**src/sv/qsqrt_pkg.sv**
```systemverilog
// Package: widths, constants, sequencer states and result type of the Q16.16 square root core.
package qsqrt_pkg;

   localparam int VALUE_W = 32;
   localparam int FRAC_W  = 16;
   localparam int INT_W   = VALUE_W - FRAC_W - 1;
   localparam int ROOT_W  = 24;
   localparam int OPER_W  = 32;
   localparam int CNT_W   = 4;
   localparam int C_W     = 16;
   localparam int D_W     = 9;

   localparam logic [OPER_W-1:0] ONE_Q       = OPER_W'(32'h10000);
   localparam logic [CNT_W-1:0]  C_START_CNT = CNT_W'(15);
   localparam logic [CNT_W-1:0]  F_START_CNT = CNT_W'(15);
   localparam logic [CNT_W-1:0]  DIV_START_CNT = CNT_W'(15);
   localparam logic [CNT_W-1:0]  D_START_CNT = CNT_W'(8);

   typedef enum logic [2:0] {
      ST_IDLE,
      ST_ROOT_C,
      ST_DIV,
      ST_ROOT_D,
      ST_ROOT_F,
      ST_MUL,
      ST_DONE
   } state_type;

   typedef struct packed {
      logic [ROOT_W-1:0] root;
      logic              is_nan;
   } result_type;

endpackage

```
**src/sv/qsqrt_csub.sv**
```systemverilog
// Shared compare-and-subtract unit used by the root and divide steps.
module qsqrt_csub (
   input  logic [qsqrt_pkg::OPER_W-1:0] oper_a,
   input  logic [qsqrt_pkg::OPER_W-1:0] oper_b,
   output logic                         a_ge_b,
   output logic [qsqrt_pkg::OPER_W-1:0] a_minus_b
);
   import qsqrt_pkg::*;

   assign a_ge_b    = (oper_a >= oper_b);
   assign a_minus_b = oper_a - oper_b;

endmodule

```
**src/sv/qsqrt_seq.sv**
```systemverilog
// Sequencer and datapath registers driving the shared compare-subtract unit.
module qsqrt_seq (
   input  logic                          clock,
   input  logic                          reset,
   input  logic                          start_valid,
   output logic                          start_ready,
   input  logic [qsqrt_pkg::VALUE_W-1:0] start_value,
   output logic                          done_valid,
   input  logic                          done_ack,
   output qsqrt_pkg::result_type         done_result
);
   import qsqrt_pkg::*;

   state_type state_ff, state_in;

   logic [OPER_W-1:0] x_ff;
   logic [OPER_W-1:0] res_ff;
   logic [CNT_W-1:0]  cnt_ff;
   logic [FRAC_W-1:0] frac_ff;
   logic [INT_W-1:0]  div_ff;
   logic [C_W-1:0]    c_ff;
   logic [D_W-1:0]    d_ff;
   logic [ROOT_W-1:0] root_ff;
   logic              nan_ff;

   logic [OPER_W-1:0] bit_vec;
   logic [OPER_W-1:0] trial;
   logic [OPER_W-1:0] div_rem;
   logic [OPER_W-1:0] oper_a;
   logic [OPER_W-1:0] oper_b;
   logic              ge;
   logic [OPER_W-1:0] diff;
   logic [OPER_W-1:0] res_step;
   logic [OPER_W-1:0] x_step;
   logic [FRAC_W-1:0] quot_next;
   logic              last_step;
   logic [INT_W-1:0]  in_ipart;
   logic [C_W+D_W-1:0] product;

   assign in_ipart  = start_value[VALUE_W-2:FRAC_W];
   assign bit_vec   = OPER_W'(1) << {cnt_ff, 1'b0};
   assign trial     = res_ff + bit_vec;
   assign div_rem   = {{(OPER_W-FRAC_W-1){1'b0}}, x_ff[FRAC_W-1:0], res_ff[FRAC_W-1]};
   assign last_step = (cnt_ff == '0);
   assign quot_next = {res_ff[FRAC_W-2:0], ge};
   assign product   = c_ff * d_ff;

   always_comb begin
      if (state_ff == ST_DIV) begin
         oper_a = div_rem;
         oper_b = {{(OPER_W-INT_W){1'b0}}, div_ff};
      end else begin
         oper_a = x_ff;
         oper_b = trial;
      end
   end

   qsqrt_csub u_csub (
      .oper_a    (oper_a),
      .oper_b    (oper_b),
      .a_ge_b    (ge),
      .a_minus_b (diff)
   );

   assign res_step = ge ? ((res_ff >> 1) + bit_vec) : (res_ff >> 1);
   assign x_step   = ge ? diff : oper_a;

   // next state
   always_comb begin
      state_in = state_ff;
      case (state_ff)
         ST_IDLE: begin
            if (start_valid) begin
               if (start_value == '0 || start_value[VALUE_W-1]) begin
                  state_in = ST_DONE;
               end else if (in_ipart != '0) begin
                  state_in = ST_ROOT_C;
               end else begin
                  state_in = ST_ROOT_F;
               end
            end
         end
         ST_ROOT_C: if (last_step) state_in = ST_DIV;
         ST_DIV:    if (last_step) state_in = ST_ROOT_D;
         ST_ROOT_D: if (last_step) state_in = ST_MUL;
         ST_ROOT_F: if (last_step) state_in = ST_DONE;
         ST_MUL:    state_in = ST_DONE;
         ST_DONE:   if (done_ack) state_in = ST_IDLE;
         default:   state_in = ST_IDLE;
      endcase
   end

   // outputs
   always_comb begin
      start_ready        = 1'b0;
      done_valid         = 1'b0;
      done_result.root   = root_ff;
      done_result.is_nan = nan_ff;
      case (state_ff)
         ST_IDLE: start_ready = 1'b1;
         ST_DONE: done_valid  = 1'b1;
         default: begin
            start_ready = 1'b0;
            done_valid  = 1'b0;
         end
      endcase
   end

   always_ff @(posedge clock) begin
      if (reset) begin
         state_ff <= ST_IDLE;
      end else begin
         state_ff <= state_in;
      end
   end

   always_ff @(posedge clock) begin
      case (state_ff)
         ST_IDLE: begin
            if (start_valid) begin
               if (in_ipart != '0) begin
                  x_ff <= {1'b0, in_ipart, {FRAC_W{1'b0}}};
               end else begin
                  x_ff <= {start_value[FRAC_W-1:0], {FRAC_W{1'b0}}};
               end
               res_ff  <= '0;
               cnt_ff  <= (in_ipart != '0) ? C_START_CNT : F_START_CNT;
               frac_ff <= start_value[FRAC_W-1:0];
               div_ff  <= in_ipart;
               nan_ff  <= start_value[VALUE_W-1];
               root_ff <= '0;
            end
         end
         ST_ROOT_C: begin
            x_ff   <= x_step;
            res_ff <= res_step;
            cnt_ff <= cnt_ff - 1'b1;
            if (last_step) begin
               c_ff   <= res_step[C_W-1:0];
               x_ff   <= '0;
               res_ff <= {{(OPER_W-FRAC_W){1'b0}}, frac_ff};
               cnt_ff <= DIV_START_CNT;
            end
         end
         ST_DIV: begin
            x_ff   <= x_step;
            res_ff <= {{(OPER_W-FRAC_W){1'b0}}, quot_next};
            cnt_ff <= cnt_ff - 1'b1;
            if (last_step) begin
               x_ff   <= ONE_Q + {{(OPER_W-FRAC_W){1'b0}}, quot_next};
               res_ff <= '0;
               cnt_ff <= D_START_CNT;
            end
         end
         ST_ROOT_D: begin
            x_ff   <= x_step;
            res_ff <= res_step;
            cnt_ff <= cnt_ff - 1'b1;
            if (last_step) begin
               d_ff <= res_step[D_W-1:0];
            end
         end
         ST_ROOT_F: begin
            x_ff   <= x_step;
            res_ff <= res_step;
            cnt_ff <= cnt_ff - 1'b1;
            if (last_step) begin
               root_ff <= res_step[ROOT_W-1:0];
            end
         end
         ST_MUL: begin
            root_ff <= product[ROOT_W-1:0];
         end
         default: begin
         end
      endcase
   end

endmodule

```
**src/sv/q16_16_square_root_core.sv**
```systemverilog
// Top level: Q16.16 square root core with request handshake and registered response.
//
// Takes a signed Q16.16 request and returns its unsigned Q16.16 root (24 bits); a negative
// request gives root 0 with is_nan set, zero gives zero. One request is worked at a time,
// all root and divide steps going through a single 32-bit compare-subtract unit. A request
// with a nonzero integer part takes 16 root steps, 16 divide steps, 9 root steps and one
// multiply before the hand-off; a pure fraction takes 16 root steps, and zero or negative
// requests go straight to the hand-off. A new request is taken as soon as the previous one
// has moved into the response register, even if that response is still held.
module q16_16_square_root_core (
   input  logic                          clock,
   input  logic                          reset,
   input  logic                          req_valid,
   output logic                          req_ready,
   input  logic [qsqrt_pkg::VALUE_W-1:0] req_value,
   output logic                          rsp_valid,
   input  logic                          rsp_ready,
   output logic [qsqrt_pkg::ROOT_W-1:0]  rsp_root,
   output logic                          rsp_is_nan
);
   import qsqrt_pkg::*;

   logic              done_valid;
   logic              done_ack;
   result_type        done_result;
   logic              rsp_valid_ff, rsp_valid_in;
   logic [ROOT_W-1:0] rsp_root_ff;
   logic              rsp_is_nan_ff;

   qsqrt_seq u_seq (
      .clock       (clock),
      .reset       (reset),
      .start_valid (req_valid),
      .start_ready (req_ready),
      .start_value (req_value),
      .done_valid  (done_valid),
      .done_ack    (done_ack),
      .done_result (done_result)
   );

   assign done_ack = done_valid && (!rsp_valid_ff || rsp_ready);

   always_comb begin
      rsp_valid_in = rsp_valid_ff;
      if (done_ack) begin
         rsp_valid_in = 1'b1;
      end else if (rsp_ready) begin
         rsp_valid_in = 1'b0;
      end
   end

   always_ff @(posedge clock) begin
      if (reset) begin
         rsp_valid_ff <= 1'b0;
      end else begin
         rsp_valid_ff <= rsp_valid_in;
      end
   end

   always_ff @(posedge clock) begin
      if (done_ack) begin
         rsp_root_ff   <= done_result.root;
         rsp_is_nan_ff <= done_result.is_nan;
      end
   end

   assign rsp_valid  = rsp_valid_ff;
   assign rsp_root   = rsp_root_ff;
   assign rsp_is_nan = rsp_is_nan_ff;

   a_nan_zero_root: assert property (@(posedge clock) disable iff (reset)
      (rsp_valid_ff && rsp_is_nan_ff) |-> (rsp_root_ff == '0))
      else $error("flagged response carries nonzero root");

   a_busy_after_req: assert property (@(posedge clock) disable iff (reset)
      (req_valid && req_ready) |=> !req_ready)
      else $error("request taken while previous one in progress");

   a_negative_fast: assert property (@(posedge clock) disable iff (reset)
      (req_valid && req_ready && req_value[VALUE_W-1]) |=> (done_valid && done_result.is_nan))
      else $error("negative request not flagged on the next cycle");

   a_ack_needs_room: assert property (@(posedge clock) disable iff (reset)
      done_ack |-> (done_valid && (!rsp_valid_ff || rsp_ready)))
      else $error("result handed off into a full response register");

endmodule

```
**config.mk**
```make
export PLATFORM = sky130hd
export DESIGN_NAME = q16_16_square_root_core
export DESIGN_NICKNAME = d
export VERILOG_FILES = /design/src/sv/qsqrt_pkg.sv /design/src/sv/qsqrt_csub.sv /design/src/sv/qsqrt_seq.sv /design/src/sv/q16_16_square_root_core.sv
export SDC_FILE = /design/constraint.sdc
export NUM_CORES = 1
export LEC_CHECK = 0
export BUFFER_PORTS_ARGS = -buffer_cell sky130_fd_sc_hd__buf_2
export CAP_MARGIN = 20
export CORE_MARGIN = 2
export CORE_UTILIZATION = 45
export DETAILED_ROUTE_END_ITERATION = 10
export PLACE_DENSITY = 0.62
export REMOVE_ABC_BUFFERS = 1
export SYNTH_ARGS = -nofsm -noshare
export SYNTH_HDL_FRONTEND = slang
export SYNTH_HIERARCHICAL = 1
export SYNTH_SLANG_ARGS = --single-unit
export TNS_END_PERCENT = 50
```
**constraint.sdc**
```tcl
create_clock -name clock -period 11 [get_ports clock]
set_input_delay 2.2 -clock clock [delete_from_list [all_inputs] [get_ports clock]]
set_output_delay 2.2 -clock clock [all_outputs]
set_load 0.005 [all_outputs]
```
Yosys cells after proc, flatten, opt, wreduce, memory -nomap -nowiden
Cells that the tools add are included.
{ "op_classes": {"mux": 33, "n_mul": 1, "bitwise": 0, "shift": 1, "n_addsub": 5, "div_mod_pow": 0, "order_cmp": 1, "eq_ne": 12, "reduce_logical": 18} }
{ "op_table": {"columns": ["op", "n"], "rows": [
  ["2-to-1 mux 32 bit", 10],
  ["case mux 32 bit (4 select lines)", 2],
  ["case mux 24 bit (3 select lines)", 1],
  ["2-to-1 mux 24 bit", 2],
  ["adder 31 x 32 -> 32 bit", 1],
  ["adder 32 bit", 1],
  ["greater-or-equal comparator 32 bit", 1],
  ["zero test 32 bit", 1],
  ["left shift 1 x 5 -> 32 bit (first input constant)", 1],
  ["subtractor 32 bit", 1],
  ["multiplier 16 x 9 -> 24 bit", 1],
  ["2-to-1 mux 3 bit", 8],
  ["case mux 3 bit (7 select lines)", 1],
  ["adder 17 x 16 -> 18 bit (first input constant)", 1],
  ["2-to-1 mux 16 bit", 1],
  ["case mux 4 bit (4 select lines)", 1],
  ["nonzero test 15 bit", 1],
  ["2-to-1 mux 4 bit", 3],
  ["equality test 3 bit (second input constant)", 3],
  ["!= test 2 x 1 -> 1 bit (second input constant)", 4],
  ["AND reduction 2 bit", 4],
  ["equality test 3 x 2 -> 1 bit (second input constant)", 2],
  ["AND reduction 6 bit", 1],
  ["zero test 4 bit", 1],
  ["other kinds (13)", 18]
]} }
{ "totals": {"n_memories": 0, "out_inout_bits": 27, "latch_bits": 0, "ff_bits": 178, "mem_bits_ro": 0, "ram_bits": 0, "inputBits": 36} }

Longest topological paths before layout
{ "depth": {"depth_word": 7, "mapped_depth": 27, "depth_no_buf": 25} }

Modules after synthesis
The synthesis kept the hierarchy.
{ "by_module_without_submodules": {"columns": ["mod", "area_per_inst_um2", "cells_each", "instances"], "rows": [
  ["qsqrt_seq", 13838.3, 1497, 1],
  ["qsqrt_csub", 1899.3, 281, 1],
  ["q16_16_square_root_core", 805.8, 30, 1]
]} }

Least setup slack after synthesis
Ideal clock, no wire load.
{ "synth_timing": {"path_kind": "input port to flip-flop", "start": "input req_valid", "end": "register u_seq.cnt_ff[0] (enable)", "required_ps": 10477, "arrival_ps": 5716, "setup_slack_ps": 4761, "stages": 2, "setup_ps": 523, "path_cell_list": "nor2_1 -> mux2i_1"} }
{ "synth_via": {"elab_chain_len": 2} }
{ "synth_rtl": {"columns": ["item", "line", "text"], "rows": [
  ["start, declared", "q16_16_square_root_core.sv:13", "input logic req_valid,"],
  ["!= test 2 bit (no source line)", null, null],
  ["AND reduction 2 bit (no source line)", null, null],
  ["end signal, assigned", "qsqrt_seq.sv:127", "cnt_ff <= (in_ipart != '0) ? C_START_CNT : F_START_CNT;"],
  ["end signal, assigned", "qsqrt_seq.sv:137", "cnt_ff <= cnt_ff - 1'b1;"],
  ["end signal, assigned", "qsqrt_seq.sv:148", "cnt_ff <= cnt_ff - 1'b1;"],
  ["end, declared", "qsqrt_seq.sv:18", "logic [CNT_W-1:0] cnt_ff;"]
]} }
Every way passes these cells.
A chain may end at the register's enable or synchronous reset.

Final worst setup path
{ "layout_timing": {"start": "register u_seq.cnt_ff[0]", "end": "register u_seq.root_ff[23] (data pin)"} }
{ "layout_via": {"elab_chain_len": 7, "word_cells_on_any_way": 8} }
{ "layout_rtl": {"columns": ["item", "line", "text"], "rows": [
  ["left shift 1 x 5 -> 32 bit", "qsqrt_seq.sv:41", "assign bit_vec = OPER_W'(1) << {cnt_ff, 1'b0};"],
  ["adder 32 bit", "qsqrt_seq.sv:42", "assign trial = res_ff + bit_vec;"],
  ["2-to-1 mux 32 bit", "qsqrt_seq.sv:49", "if (state_ff == ST_DIV) begin"],
  ["named net u_seq.oper_b[24]", "qsqrt_seq.sv:30", "logic [OPER_W-1:0] oper_b;"],
  ["greater-or-equal comparator 32 bit", "qsqrt_csub.sv:10", "assign a_ge_b = (oper_a >= oper_b);"],
  ["named net u_seq.ge", "qsqrt_seq.sv:31", "logic ge;"],
  ["2-to-1 mux 32 bit", "qsqrt_seq.sv:65", "assign res_step = ge ? ((res_ff >> 1) + bit_vec) : (res_ff >> 1);"],
  ["2-to-1 mux 24 bit", "qsqrt_seq.sv:167", "if (last_step) begin"],
  ["case mux 24 bit (3 select lines)", "qsqrt_seq.sv:118", "case (state_ff)"],
  ["end signal, assigned", "qsqrt_seq.sv:168", "root_ff <= res_step[ROOT_W-1:0];"],
  ["end signal, assigned", "qsqrt_seq.sv:172", "root_ff <= product[ROOT_W-1:0];"],
  ["end, declared", "qsqrt_seq.sv:23", "logic [ROOT_W-1:0] root_ff;"]
]} }
The timed path passes the listed nets, and every way through them passes these cells. The select of a mux whose other input is x is not followed.

==> results.yml <==
synthesis:
  netlist_area_um2: 16500
  synth_top_area_share: 0.316
  synthMuxAreaShare: 0.0145
  synth_ff_type: "edfxtp_1"
  yosys_warnings: 6
  synth_xor_area_frac: 0.0545
  synth_most_common_cell: "nand2_1"
  synthCells: 1808
  synth_cell_types: 82
  yosysTopAreaCell: "edfxtp_1"
  synth_top_family_by_area: "adder cells"
  synth-adder-area-share: 0.206
  synth-seq-area-share: 0.321
  syn_avg_cell_area_um2: 9.15
  synthTopCellsByCount: "nand2_1, inv_1, edfxtp_1"
  synth-async-reset-ratio: 0
  synth_compound_area_frac: 0.165
  ys_ff_latch: 178
  synthSimpleGateAreaFrac: 0.179
  synth_edf_count: 174
  synth_area_leaders: "edfxtp_1, fa_1, ha_1"
global_routing:
  grt-ovfl-total: 0
  grt_max_degree: 69
  grt_use_total: 0.235
  antenna_found_initial: 0
  grt_pass1_vias: 13100
  grt_pass1_wl_mm: 70.9
route:
  drtIter0Drc: 1015
  wl_per_cell_um: 18.9
  top_layer_used: "met4"
  wirelength_mm: 43.6
  via_per_inst: 5.70
  drtPass1Iterations: 6
  detailroute.via_count: 13100
  route.met3.wl_mm: 2.04
  met2RoutedLength_mm: 20.9
  wl_met1_mm: 19.8
  drc: 0
  postRouteAntennaNets: 0
clock_tree:
  ctsHoldBuffers: 0
  cts_buffers: 17
  cts_tree: "yes"
  postCtsSetupBuffers: 0
  cts-root-buf: "clkbuf_16"
  cts_resized: 0
  cts.path.max_buffers: 2
  clk_pin_slew_ns: 0.08
  htreeDepth: 4
  worstSkewPairLatency_ns: 0.44
  clock_sink_count: 178
critical_path:
  startpoint_type: "register"
  crit_fanout: 45
  cpMostUsedCell: "ha_1"
  crit_buf_inv: 4
  crit_required_ns: 11.16
  crit_type: "reg2reg"
  max_stage_delay_ns: 0.48
  crit_arrival_ns: 6.18
  cp_slowest_cell: "edfxtp_1"
  cp_top_family: "compound AO/OA/AOI/OAI gates"
  cp-end-kind: "register"
flow_run:
  max_cap_violations: 0
cells_and_area:
  area_delta_synth_final_pct: 8.18
  drive_above_1_share: 0.0784
  nNetsFinal: 2074
  n_antenna_cell: 0
  stdcell_area_um2: 17900
sta:
  hold_viol: 0
  worstMarginPinSlew_ns: 1.00
  maxSlewViolCount: 0
  fin_skew_ns: 0.0103
  rsz0062_at_grt: "false"
  slew-limit-headroom: 0.332
  layout_worst_path_cycle_share: 0.548
  min_period_ns: 6.02
  fmax_ghz: 0.166
  tns_ns: 0
  setup_viol_count_final: 0
die:
  row_count: 70
  core-area_um2: 36400
  num_io_pins: 63
  die_area_um2: 38300
  initial_core_util: 0.454
  dieHeight_um: 196
  die_x_um: 196
pwr:
  ir_drop_mv: 0.304
  total_leakage_power_nw: 7.54
  p_per_area_nw_per_um2: 295
placement:
  dpl-instance-area_um2: 17300
  routabilityCongestion: 0.903
  place_hpwl_mm: 33.8
  portBuffers: 62
run_status:
  outcome: "finished clean"
min_path:
  hold_class: "reg2reg"
[routing by layer]
layer  track usage  up-vias
li1              -     6335
met4        0.0634        0
met2         0.398      380
met3        0.0220       41
met1         0.324     6390
met5             0        -
[kinds of logic after synthesis]
kind of cell	count (synthesis)
xor+xnor	103
buf+inv	263
simple gates	607
fa+ha+maj	213
flops	178
mux	24
compound gates	420
[state kept, by name, indices dropped and copies added, names as in the netlist, 9 cells and up]
name / cells
rsp_root: 24
u_seq/res_ff: 32
u_seq/c_ff: 16
u_seq/x_ff: 32
u_seq/root_ff: 24
u_seq/d_ff: 9
u_seq/frac_ff: 16
u_seq/div_ff: 15
[final timing paths]
kind,from,to,slack (ns),cells after the start
worst min register to register,u_seq/root_ff[15],rsp_root[15],0.41,0
worst max-delay path,u_seq/cnt_ff[0],u_seq/root_ff[23],4.98,26
worst max register to register,u_seq/cnt_ff[0],u_seq/root_ff[23],4.98,26
worst min-delay path,u_seq/root_ff[15],rsp_root[15],0.41,0
[cell type report]
type	instances	area, um^2
Fill cell	3494	18500
Clock buffer	17	425
Multi-Input combinational cell	1367	10300
Sequential cell	178	5310
Timing Repair Buffer	75	412
Inverter	186	698
Clock inverter	14	189
Tap cell	468	586
[cell usage in the layout (no fill, tap or decap), types with 5 or more instances in the layout]
master / n
a31oi_1: 24
nand2_1: 232
inv_1: 184
nand3_1: 16
mux2i_1: 23
a21oi_2: 5
o21ai_1: 12
nor2b_1: 28
nor4_1: 10
and2_1: 118
edfxtp_1: 174
nor3_1: 23
nand4_1: 19
fa_1: 99
o21a_1: 10
a21o_1: 26
clkbuf_16: 17
and3_1: 16
a21oi_1: 92
a31o_2: 7
ha_1: 114
buf_4: 12
nor2_1: 101
xor2_1: 48
a211oi_1: 15
or3_1: 7
xnor2_1: 54
o211ai_1: 10
a22oi_1: 13
nand2b_1: 15
o21ai_0: 94
o21bai_1: 12
o31ai_1: 21
o22ai_1: 25
buf_2: 62
[power breakdown]
part / internal (mW) / switching, mW
Combinational: 1.26 / 2.04
Sequential: 1.14 / 0.205
Clock: 0.347 / 0.298
[per-stage QoR]
step / worst slack, ns / std cells / power (mW) / hold slack [ns] / util
floorplan: 0.580 / 1731 / 3.81 / 0.400 / -
global placement: 5.21 / 2273 / 4.59 / 0.400 / 0.474
detailed placement: 5.03 / 2274 / 4.61 / 0.405 / 0.474
CTS: 4.99 / 2305 / 5.27 / 0.415 / 0.491
global route: 4.35 / 2305 / 5.72 / 0.430 / 0.491
finish: 4.98 / 2305 / 5.28 / 0.413 / 0.491
No activity file was read; power rests on OpenSTA's default activity.
